**src/rtl/qri_pkg.sv**
```systemverilog
package qri_pkg;

  localparam logic [31:0] STEP_TIME_RST = 32'd21474836;
  localparam logic signed [32:0] ONE_Q30 = 33'sd1073741824;
  localparam logic signed [33:0] CORDIC_GAIN_Q30 = 34'sd652032874;
  localparam logic [29:0] INV_TWO_PI_Q32 = 30'd683565276;
  localparam int CORDIC_STEPS = 30;
  localparam int QUEUE_DEPTH_DEF = 2;

  // one queued integration step
  typedef struct packed {
    logic signed [31:0] wx;
    logic signed [31:0] wy;
    logic signed [31:0] wz;
    logic               frame;
    logic               zero;
  } qri_item_t;

  typedef enum logic [3:0] {
    ST_IDLE, ST_SQ, ST_SQRT, ST_PMUL, ST_KLO, ST_KHI,
    ST_CORDIC, ST_SMUL, ST_DIV, ST_QMUL, ST_OUT
  } qri_state_t;

  // arctangent of 2^-i in 2^-32 turn units
  function automatic logic [29:0] atan_turn(input logic [4:0] i);
    logic [29:0] v;
    case (i)
      5'd0:  v = 30'd536870912;
      5'd1:  v = 30'd316933406;
      5'd2:  v = 30'd167458907;
      5'd3:  v = 30'd85004756;
      5'd4:  v = 30'd42667331;
      5'd5:  v = 30'd21354465;
      5'd6:  v = 30'd10679838;
      5'd7:  v = 30'd5340245;
      5'd8:  v = 30'd2670163;
      5'd9:  v = 30'd1335087;
      5'd10: v = 30'd667544;
      5'd11: v = 30'd333772;
      5'd12: v = 30'd166886;
      5'd13: v = 30'd83443;
      5'd14: v = 30'd41722;
      5'd15: v = 30'd20861;
      5'd16: v = 30'd10430;
      5'd17: v = 30'd5215;
      5'd18: v = 30'd2608;
      5'd19: v = 30'd1304;
      5'd20: v = 30'd652;
      5'd21: v = 30'd326;
      5'd22: v = 30'd163;
      5'd23: v = 30'd81;
      5'd24: v = 30'd41;
      5'd25: v = 30'd20;
      5'd26: v = 30'd10;
      5'd27: v = 30'd5;
      5'd28: v = 30'd3;
      5'd29: v = 30'd1;
      default: v = 30'd0;
    endcase
    return v;
  endfunction

  // sign of Hamilton product term j of component k; attitude index is k ^ j
  function automatic logic term_neg(input logic [1:0] k, input logic [1:0] j,
                                    input logic inertial);
    logic [3:0] m;
    case (k)
      2'd0: m = 4'b1110;
      2'd1: m = inertial ? 4'b1000 : 4'b0100;
      2'd2: m = inertial ? 4'b0010 : 4'b1000;
      default: m = inertial ? 4'b0100 : 4'b0010;
    endcase
    return m[j];
  endfunction

endpackage

```
**src/rtl/qri_queue.sv**
```systemverilog
module qri_queue import qri_pkg::*; #(
  parameter int DEPTH = QUEUE_DEPTH_DEF
) (
  input  logic      clk,
  input  logic      rst_n,
  input  logic      push,
  input  qri_item_t push_item,
  output logic      full,
  input  logic      pop,
  output logic      empty,
  output qri_item_t pop_item
);

  localparam int PW = (DEPTH > 1) ? $clog2(DEPTH) : 1;
  localparam int CW = $clog2(DEPTH + 1);

  qri_item_t       mem [DEPTH];
  logic [PW-1:0]   wptr_r, rptr_r;
  logic [CW-1:0]   cnt_r;

  assign full     = (cnt_r == CW'(DEPTH));
  assign empty    = (cnt_r == '0);
  assign pop_item = mem[rptr_r];

  always_ff @(posedge clk) begin
    if (push) mem[wptr_r] <= push_item;
  end

  always_ff @(posedge clk) begin
    if (!rst_n) begin
      wptr_r <= '0;
      rptr_r <= '0;
      cnt_r  <= '0;
    end else begin
      if (push) wptr_r <= (wptr_r == PW'(DEPTH - 1)) ? '0 : wptr_r + 1'b1;
      if (pop)  rptr_r <= (rptr_r == PW'(DEPTH - 1)) ? '0 : rptr_r + 1'b1;
      if (push && !pop) cnt_r <= cnt_r + 1'b1;
      else if (pop && !push) cnt_r <= cnt_r - 1'b1;
    end
  end

endmodule

```
**config.mk**
```make
export PLATFORM = sky130hd
export DESIGN_NAME = qri_queue
export DESIGN_NICKNAME = d
export VERILOG_FILES = /design/src/rtl/qri_pkg.sv /design/src/rtl/qri_queue.sv
export SDC_FILE = /design/constraint.sdc
export NUM_CORES = 1
export LEC_CHECK = 0
export CAP_MARGIN = 10
export CELL_PAD_IN_SITES_DETAIL_PLACEMENT = 0
export CELL_PAD_IN_SITES_GLOBAL_PLACEMENT = 1
export CORE_MARGIN = 2
export CORE_UTILIZATION = 36
export CTS_CLUSTER_SIZE = 12
export DETAILED_ROUTE_END_ITERATION = 10
export DONT_BUFFER_PORTS = 1
export PLACE_DENSITY_LB_ADDON = 0.1
export SYNTH_ARGS = -nofsm -noshare
export SYNTH_HDL_FRONTEND = slang
export SYNTH_SLANG_ARGS = --single-unit
```
**constraint.sdc**
```tcl
create_clock -name clk -period 18.35 [get_ports clk]
set_clock_uncertainty 0.05 [all_clocks]
set_input_delay 5.505 -clock clk [delete_from_list [all_inputs] [get_ports clk]]
set_output_delay 5.505 -clock clk [all_outputs]
set_load 0.03 [all_outputs]
```
==> load_flow_metrics.sql <==
INSERT INTO impl_metrics (metric_group, metric, value, unit) VALUES
('placement', 'hpwl', '8464', 'um'),
('clocking', 'clk_pin_slew', '60', 'ps'),
('cells_and_area', 'multi_input_comb_area', '1301', 'sq um'),
('clocking', 'cts_resized', '0', ''),
('status', 'outcome', 'completed', ''),
('critical_path', 'worstRegToRegCells', '3', ''),
('floorplanning', 'boundaryPins', '202', ''),
('min_path', 'hold-path-endpoint', 'cnt_r[1]$_SDFFE_PN0P_', ''),
('clocking', 'clk-insertion-delay-late', '490', 'ps'),
('power_and_ir_drop', 'fin_total_pwr', '1047', 'uW'),
('min_path', 'hold_crit_class', 'reg -> reg', ''),
('timing', 'timing_hold_violations_final', '0', ''),
('grt', 'maximum_number_of_pins_on_one_net_before_global_route_repair', '62', ''),
('placement', 'finalWeightedCongestion', '0.7305', ''),
('cells_and_area', 'fin_nets', '447', ''),
('floorplanning', 'floorplan.die.height', '147.0', 'um'),
('critical_path', 'worstSetupPathType', 'reg -> out', ''),
('timing', 'worstMarginPinSlew', '840.9', 'ps'),
('timing', 'final_min_period_over_clock_period', '44.28', '%'),
('clocking', 'h-tree-depth', '1', ''),
('flow_run', 'timing.max_cap.violations', '0', ''),
('routing', 'drt_first_iter_violations', '156', ''),
('clocking', 'cts_tree', 'built', ''),
('timing', 'final.hold.worst_slack', '476.2', 'ps'),
('clocking', 'cts_hold_repair.buffers', '0', ''),
('critical_path', 'crit-reg2reg-launch', 'wptr_r$_SDFFE_PN0P_', ''),
('critical_path', 'timing.critical_path.cells', 'buf_4 -> mux2_2', ''),
('critical_path', 'critical_path.slowest_cell', 'sky130_fd_sc_hd__buf_4', ''),
('cells_and_area', 'layout.area.seq', '5989', 'sq um'),
('grt', 'grt_pass1_wl', '19330', 'um'),
('critical_path', 'ff2ff_setup_slack', '16180', 'ps'),
('routing', 'vias', '3002', ''),
('critical_path', 'critical-path-max-stage-delay', '740', 'ps'),
('min_path', 'hold-path-cell-count', '2', ''),
('power_and_ir_drop', 'static-leakage-power', '0.002726', 'uW'),
('routing', 'firstDrtPassIters', '4', ''),
('min_path', 'launch_point_of_the_worst_hold_path', 'cnt_r[1]$_SDFFE_PN0P_', ''),
('grt', 'grt_pass1_vias', '3182', ''),
('floorplanning', 'initial_utilization', '36.50', '%'),
('cells_and_area', 'share_of_post_route_cells_with_drive_strength_above_1', '36.59', '%'),
('critical_path', 'worst-endpoint-required', '12800', 'ps'),
('logic_synthesis', 'yosysSeqAreaShare', '81.32', '%'),
('clocking', 'cts-buffers-inserted', '22', ''),
('cells_and_area', 'synthToLayoutAreaGrowth', '13.07', '%'),
('timing', 'slew-limit-headroom', '43.94', '%'),
('power_and_ir_drop', 'max-vdd-ir-drop', '0.08366', 'mV'),
('routing', 'route.detailed.drc', '0', ''),
('routing', 'ant_nets', '0', ''),
('critical_path', 'worstReg2RegEnd', 'mem[0][57]$_DFFE_PP_', ''),
('logic_synthesis', 'synth_top_area_share', '79.96', '%'),
('critical_path', 'worst-endpoint-arrival', '2570', 'ps'),
('grt', 'overall_global_routing_resource_usage', '11.84', '%'),
('logic_synthesis', 'yosys_synthesis_warning_count', '0', ''),
('cells_and_area', 'final_cell_mix', '196 x sky130_fd_sc_hd__edfxtp_1, 78 x sky130_fd_sc_hd__mux2_2, 23 x sky130_fd_sc_hd__clkbuf_16', ''),
('logic_synthesis', 'synthCells', '327', ''),
('logic_synthesis', 'yosysTopAreaCell', 'sky130_fd_sc_hd__edfxtp_1', ''),
('logic_synthesis', 'synth_area_per_cell', '22.51', 'sq um'),
('clocking', 'clock_sink_count', '201', ''),
('floorplanning', 'core.rowCount', '52', ''),
('cells_and_area', 'fillers', '1813', ''),
('logic_synthesis', 'netlist_top_cells_area', 'sky130_fd_sc_hd__edfxtp_1 80%, sky130_fd_sc_hd__mux2_2 12%, sky130_fd_sc_hd__mux2_4 4.1%', ''),
('critical_path', 'critical-path-top-delay-family', 'buffers and inverters', ''),
('timing', 'setup_total_negative_slack', '0', 'ps'),
('routing', 'routed_wirelength', '13190', 'um'),
('logic_synthesis', 'synth.net_count', '430', ''),
('routing', 'post_drt_wl_per_cell', '21.00', 'um'),
('floorplanning', 'core-area', '20170', 'sq um'),
('routing', 'post_drt_via_cell_ratio', '4.780', ''),
('timing', 'layout_min_cycle_time', '8126', 'ps'),
('clocking', 'cts_setup_buffers', '0', ''),
('timing', 'final-setup-viol-count', '0', '');
## state kept, by name (all words and copies together) (netlist names), named ones only
name    flops
rptr_r      1
mem       196
wptr_r      1
cnt_r       2
## cell usage after synthesis
master,count
sky130_fd_sc_hd__a21boi_1,1
sky130_fd_sc_hd__and2_1,4
sky130_fd_sc_hd__buf_2,7
sky130_fd_sc_hd__buf_6,4
sky130_fd_sc_hd__dfxtp_1,5
sky130_fd_sc_hd__edfxtp_1,196
sky130_fd_sc_hd__ha_1,1
sky130_fd_sc_hd__inv_1,1
sky130_fd_sc_hd__mux2_2,78
sky130_fd_sc_hd__mux2_4,20
sky130_fd_sc_hd__nor2_1,1
sky130_fd_sc_hd__nor2b_1,3
sky130_fd_sc_hd__o21a_1,1
sky130_fd_sc_hd__o21ai_0,1
sky130_fd_sc_hd__or3_1,1
sky130_fd_sc_hd__xnor2_1,1
sky130_fd_sc_hd__xor2_1,2
## power breakdown
part	internal, uW	switching, uW
combinational	30.1	74.6
sequential	531	9.56
clock	242	159
## worst min-delay path, delay by kind of cell, from the launching register on
kind | cells | cell delay, ps
AO/OA/AOI/OAI | 2 | 160
flip-flops | 1 | 320
## metal layers
metal / GRT usage [%] / vias up / share of wire, %
li1: - / 1328 / -
met1: 12.50 / 1486 / 34
met2: 19.58 / 154 / 49
met3: 6.832 / 34 / 13
met4: 4.712 / 0 / 3.6
met5: 0 / - / 0
## final cells by class
cell class	count	area share (%)
Sequential cell	201	71.96
Clock inverter	8	0.7066
Clock buffer	30	7.231
Timing Repair Buffer	4	0.3608
Tap cell	270	4.059
Multi-Input combinational cell	114	15.63
Inverter	1	0.04510
## kinds of logic after synthesis
family / Yosys count / share of synthesized area [%]
compound gates: 3 / 0.2720
xor+xnor: 3 / 0.3570
fa+ha+maj: 1 / 0.1700
buf+inv: 12 / 1.139
flops: 201 / 81.32
mux: 98 / 16.01
simple gates: 9 / 0.7309
## worst max path at each step
stage | from | to | slack [ps] | cells past startpoint
floorplan | push | mem[0][0]$_DFFE_PP_ | 7930 | 1
global placement | flop | pop_item[89] | 10740 | 2
detailed placement | flop | pop_item[77] | 10690 | 2
CTS | flop | pop_item[77] | 10160 | 2
global route | flop | pop_item[77] | 10070 | 2
finish | flop | pop_item[77] | 10220 | 2
## stage by stage
step	instance area (sq um)	worst slack, ps	utilization (%)	cells
after floorplan	7361	7930	-	327
final	8323	10220	41.27	628
after CTS	8323	10160	41.27	628
after detailed placement	7662	10690	37.99	590
after global routing	8323	10070	41.27	628
after global placement	7662	10740	37.99	590
Note: power is estimated with default switching activity, not from simulation.
