===== src/rtl/qri_pkg.sv =====
package qri_pkg;

  localparam logic [31:0] STEP_TIME_RST = 32'd21474836;
  localparam logic signed [32:0] ONE_Q30 = 33'sd1073741824;
  localparam logic signed [33:0] CORDIC_GAIN_Q30 = 34'sd652032874;
  localparam logic [29:0] INV_TWO_PI_Q32 = 30'd683565276;
  localparam int CORDIC_STEPS = 30;
  localparam int QUEUE_DEPTH_DEF = 2;

  // one queued integration step
  typedef struct packed {
    logic signed [31:0] wx;
    logic signed [31:0] wy;
    logic signed [31:0] wz;
    logic               frame;
    logic               zero;
  } qri_item_t;

  typedef enum logic [3:0] {
    ST_IDLE, ST_SQ, ST_SQRT, ST_PMUL, ST_KLO, ST_KHI,
    ST_CORDIC, ST_SMUL, ST_DIV, ST_QMUL, ST_OUT
  } qri_state_t;

  // arctangent of 2^-i in 2^-32 turn units
  function automatic logic [29:0] atan_turn(input logic [4:0] i);
    logic [29:0] v;
    case (i)
      5'd0:  v = 30'd536870912;
      5'd1:  v = 30'd316933406;
      5'd2:  v = 30'd167458907;
      5'd3:  v = 30'd85004756;
      5'd4:  v = 30'd42667331;
      5'd5:  v = 30'd21354465;
      5'd6:  v = 30'd10679838;
      5'd7:  v = 30'd5340245;
      5'd8:  v = 30'd2670163;
      5'd9:  v = 30'd1335087;
      5'd10: v = 30'd667544;
      5'd11: v = 30'd333772;
      5'd12: v = 30'd166886;
      5'd13: v = 30'd83443;
      5'd14: v = 30'd41722;
      5'd15: v = 30'd20861;
      5'd16: v = 30'd10430;
      5'd17: v = 30'd5215;
      5'd18: v = 30'd2608;
      5'd19: v = 30'd1304;
      5'd20: v = 30'd652;
      5'd21: v = 30'd326;
      5'd22: v = 30'd163;
      5'd23: v = 30'd81;
      5'd24: v = 30'd41;
      5'd25: v = 30'd20;
      5'd26: v = 30'd10;
      5'd27: v = 30'd5;
      5'd28: v = 30'd3;
      5'd29: v = 30'd1;
      default: v = 30'd0;
    endcase
    return v;
  endfunction

  // sign of Hamilton product term j of component k; attitude index is k ^ j
  function automatic logic term_neg(input logic [1:0] k, input logic [1:0] j,
                                    input logic inertial);
    logic [3:0] m;
    case (k)
      2'd0: m = 4'b1110;
      2'd1: m = inertial ? 4'b1000 : 4'b0100;
      2'd2: m = inertial ? 4'b0010 : 4'b1000;
      default: m = inertial ? 4'b0100 : 4'b0010;
    endcase
    return m[j];
  endfunction

endpackage


===== src/rtl/qri_front.sv =====
module qri_front import qri_pkg::*; (
  input  logic               clk,
  input  logic               rst_n,
  input  logic               in_valid,
  output logic               in_ready,
  input  logic signed [31:0] in_omega_x,
  input  logic signed [31:0] in_omega_y,
  input  logic signed [31:0] in_omega_z,
  input  logic               in_frame,
  output logic               push,
  output qri_item_t          push_item,
  input  logic               q_full
);

  logic      valid_r, valid_nxt;
  qri_item_t item_r;

  assign push      = valid_r && !q_full;
  assign in_ready  = !valid_r || push;
  assign push_item = item_r;

  always_comb begin
    valid_nxt = valid_r;
    if (push) valid_nxt = 1'b0;
    if (in_valid && in_ready) valid_nxt = 1'b1;
  end

  always_ff @(posedge clk) begin
    if (!rst_n) begin
      valid_r <= 1'b0;
    end else begin
      valid_r <= valid_nxt;
    end
  end

  // capture and classify: an all-zero rate means an identity increment
  always_ff @(posedge clk) begin
    if (in_valid && in_ready) begin
      item_r.wx    <= in_omega_x;
      item_r.wy    <= in_omega_y;
      item_r.wz    <= in_omega_z;
      item_r.frame <= in_frame;
      item_r.zero  <= (in_omega_x == 32'sd0) && (in_omega_y == 32'sd0) &&
                      (in_omega_z == 32'sd0);
    end
  end

endmodule


===== config.mk =====
export PLATFORM = sky130hd
export DESIGN_NAME = qri_front
export DESIGN_NICKNAME = d
export VERILOG_FILES = /design/src/rtl/qri_pkg.sv /design/src/rtl/qri_front.sv
export SDC_FILE = /design/constraint.sdc
export NUM_CORES = 1
export LEC_CHECK = 0
export BUFFER_PORTS_ARGS = -buffer_cell sky130_fd_sc_hd__clkbuf_2
export CAP_MARGIN = 20
export CORE_ASPECT_RATIO = 1.4
export CORE_UTILIZATION = 29
export DETAILED_ROUTE_END_ITERATION = 10
export PLACE_DENSITY = 0.63
export SETUP_SLACK_MARGIN = 0.2
export SYNTH_ARGS = -nofsm -noshare
export SYNTH_HDL_FRONTEND = slang
export SYNTH_SLANG_ARGS = --single-unit
export TNS_END_PERCENT = 1

===== constraint.sdc =====
create_clock -name clk -period 3.26 [get_ports clk]
set_input_delay 0.163 -clock clk [delete_from_list [all_inputs] [get_ports clk]]
set_output_delay 0.163 -clock clk [all_outputs]
set_load 0.005 [all_outputs]

==> reports/results.md <==
| Group | Quantity | Reported |
|---|---|---|
| worst setup path | Launching element of the worst setup path | valid_r |
| power and ir drop | Worst IR drop on VDD | 307 µV |
| finish | # diodes | 0 |
| die | Initial standard-cell utilization of the core | 29.6% |
| synthesis | Net count after synthesis | 237 |
| finish | Number of nets at the end of the flow | 452 |
| grt | Largest net degree at the start of global routing | 59 |
| worst setup path | Start-to-end type of the worst setup path | reg -> reg |
| power and ir drop | Power after layout | 2680 µW |
| drt | DR vias/cell | 4.33 |
| sta | Count of final setup violators | 0 |
| grt | Number of global-route vias before repair | 2252 |
| synthesis | Main flop type after synthesis | sky130_fd_sc_hd__edfxtp_1 |
| worst setup path | FF-to-FF setup slack | 1600 ps |
| cts | Clock tree from TritonCTS | done |
| die | Area inside the core boundary | 10800 µm² |
| hold path | Startpoint of the lowest-slack hold path | in_omega_z[15] |
| place | Half-perimeter wire length of the detailed placement result | 5830 µm |
| finish | Ratio of cells with drive above 1 in the final layout | 61.8% |
| drt | Starting DRC count in detailed routing | 60 |
| grt | Antenna violations before repair | 1 |
| synthesis | Cell area after technology mapping | 3200 µm² |
| sta | Slew @ Worst Pin | 552 ps |
| worst setup path | R2R Path Start | valid_r |
| synthesis | Mean instance size in the synthesized netlist | 23.5 µm² |
| synthesis | FF+latch count, synth | 99 |
| sta | Clock Skews | 10.8 ps |
| finish | Post-Route Utilization | 43.6% |
| place | Final weighted congestion in routability-driven placement | 0.763 |
| die | Height of the die | 126 µm |
| cts | Deepest clock path buffer count | 2 |
| cts | Deepest level of the CTS H-tree | 3 |
| drt | First-pass iteration count of the detailed router | 4 |
| synthesis | Biggest area contributors in the synthesized netlist | sky130_fd_sc_hd__edfxtp_1, sky130_fd_sc_hd__nor4_1, sky130_fd_sc_hd__nand4_1, sky130_fd_sc_hd__dfxtp_1, sky130_fd_sc_hd__nor2b_1 |
| finish | P&R area growth vs syn | 47.2% |
| power and ir drop | Static Leak | 0.00198 µW |
| flow run | Maxcap violations | 0 |
| sta | Period Utilization, post-route | 50.9% |
| cts | Root buf cell | sky130_fd_sc_hd__clkbuf_16 |
| sta | Setup repair after global routing missed its margin | no |
| worst setup path | Data arrival at the endpoint of the critical path | 1660 ps |
| worst setup path | Sort of element at the start of the critical path | register |
| synthesis | Most area-hungry cell type in the Yosys netlist | sky130_fd_sc_hd__edfxtp_1 |
| grt | Met1 Track Usage GR | 13.8% |
| worst setup path | R2R depth | 3 |
| sta | Setup TNS | 0 ps |
| die | Die area | 11500 µm² |
| hold path | Min-delay worst type | in -> reg |
| grt | Total global-route track usage | 13.0% |
| cts | Insertion delay to the later sink of the worst-skew pair | 330 ps |
| sta | Number of pins exceeding their max-slew limit in the final report | 0 |
| finish | Fill cell count | 1017 |
| sta | Post-Route Hold Slack | 18.5 ps |
| synthesis | Distinct cells, synth | 11 |
| drt | Routed Wire Length | 7390 µm |
| synthesis | Number of enable-type register cells in the synthesized netlist | 98 |
| worst setup path | Critical-path maximum fanout | 58 |
| grt | Routing usage on met3 | 5.58% |
| sta | Tightest slew margin relative to the limit | 63.2% |
| synthesis | Fraction of the yosys area taken by sequential cells | 92.5% |
| drt | Detailed-route DRC error count | 0 |
| power and ir drop | PD cells | 569 nW/µm² |
| die | Number of top-level pins | 201 |
| grt | Layer with the highest usage after global routing | met2 |
| synthesis | Share of the synthesized area in the top cell type | 91.9% |
| drt | Routed len/inst | 14.9 µm |
| status | Run status | complete, no violations |
| cts | Number of sinks handled by clock tree synthesis | 99 |
| place | IO Port Bufs | 200 |
| synthesis | Mapped Cells | 136 |
| sta | Fmax | 603 MHz |
| drt | Vias | 2153 |
| worst setup path | Worst reg2reg endpoint | push_item[78] |
| synthesis | Most repeated cell in the gate-level netlist after synthesis | sky130_fd_sc_hd__edfxtp_1 |
| synthesis | Share of flip-flops with an asynchronous set or reset | 0% |
| die | Horizontal die dimension | 90.8 µm |
| grt | Global-route wire length before repair | 11000 µm |
| sta | Post-layout min period | 1660 ps |
| grt | GR Layer Usage met2 | 22.7% |
| cts | Number of CTS-inserted buffers | 9 |
| sta | Final Hold Fails | 0 |
| worst setup path | Element type at the critical path end | register |
| synthesis | Top cells by count, synth | sky130_fd_sc_hd__edfxtp_1, sky130_fd_sc_hd__nor4_1, sky130_fd_sc_hd__nand4_1 |
| drt | Remaining antenna violation count | 0 |
| worst setup path | Endpoint of the most critical setup path | push_item[78] |
| cts | Clock-pin slew of the registers on the worst-case setup and hold paths | 70 ps |
| synthesis | Yosys warnings | 0 |
| die | Row cnt | 45 |
| worst setup path | Data required time at the worst endpoint | 3260 ps |
| grt | Global-route congestion overflow total | 0 |
==> cells by family after synthesis <==
kind of cell	Yosys count	share of synthesized area, %
AOI/OAI and AO/OA	1	0.156
DFF	99	92.5
and+or+nand+nor	36	7.31
==> metrics by stage <==
step / std cells / setup WS (ps) / instance area, µm²
4_1_cts: 495 / 1620 / 4690
6_report: 497 / 1600 / 4710
3_5_place_dp: 478 / 1530 / 4400
5_1_grt: 497 / 1500 / 4710
3_3_place_gp: 478 / 1540 / 4400
2_1_floorplan: 136 / 1210 / 3200
==> what timing repair did <==
item	4_1_cts	5_1_grt
gates resized for setup	0	0
setup buffers	0	0
hold buffers	1	2
hold endpoints to repair	1	2
==> worst min path at each step <==
stage	endpoint	cells after the start
floorplan	push_item[10]	0
global placement	push_item[1]	1
detailed placement	push_item[1]	1
CTS	push_item[55]	1
global route	push_item[41]	1
finish	push_item[17]	1
==> worst max-delay path: stages (launching register included) <==
cell                      delay [ps]
sky130_fd_sc_hd__dfxtp_1         320
sky130_fd_sc_hd__nand2_1          70
sky130_fd_sc_hd__and2_4          500
sky130_fd_sc_hd__buf_12          350
==> routing by layer <==
layer,up-vias,wire (µm)
li1,1020,-
met3,9,628
met1,1008,2750
met2,114,3900
met4,2,96
met5,-,16
==> layout make-up <==
class,instances,area [µm²],share of cell area (%)
sequential,99,2960,62.9
timing repair buffer,204,1050,22.3
clock inverter,5,27.5,0.584
multi-input combinational,37,241,5.12
tap,141,176,3.74
clock buffer,11,253,5.36
==> report_power, final <==
group	total [µW]	switching, µW	leakage [µW]	internal, µW
combinational	203	106	0.000878	97.2
clock	974	421	0.000141	553
sequential	1510	18.4	0.000957	1490
total	2680	545	0.00198	2140
==> sequential cells by signal (all words and copies together), names as in the netlist <==
| name | cells |
|---|---|
| valid_r | 1 |
| push_item | 98 |
==> cells in the final DEF (no fill, tap or decap) <==
cell / instances
sky130_fd_sc_hd__nor4_2: 1
sky130_fd_sc_hd__a21oi_1: 1
sky130_fd_sc_hd__dlygate4sd3_1: 3
sky130_fd_sc_hd__clkinvlp_4: 1
sky130_fd_sc_hd__clkinv_2: 4
sky130_fd_sc_hd__nor2b_1: 2
sky130_fd_sc_hd__dfxtp_1: 1
sky130_fd_sc_hd__nor3_2: 1
sky130_fd_sc_hd__edfxtp_1: 98
sky130_fd_sc_hd__nand4_1: 6
sky130_fd_sc_hd__nor4_1: 23
sky130_fd_sc_hd__clkbuf_16: 9
sky130_fd_sc_hd__clkbuf_8: 2
sky130_fd_sc_hd__nand2_1: 1
sky130_fd_sc_hd__and2_4: 1
sky130_fd_sc_hd__clkbuf_2: 200
sky130_fd_sc_hd__buf_12: 1
sky130_fd_sc_hd__or4_1: 1
(Power assumes the default switching activity.)
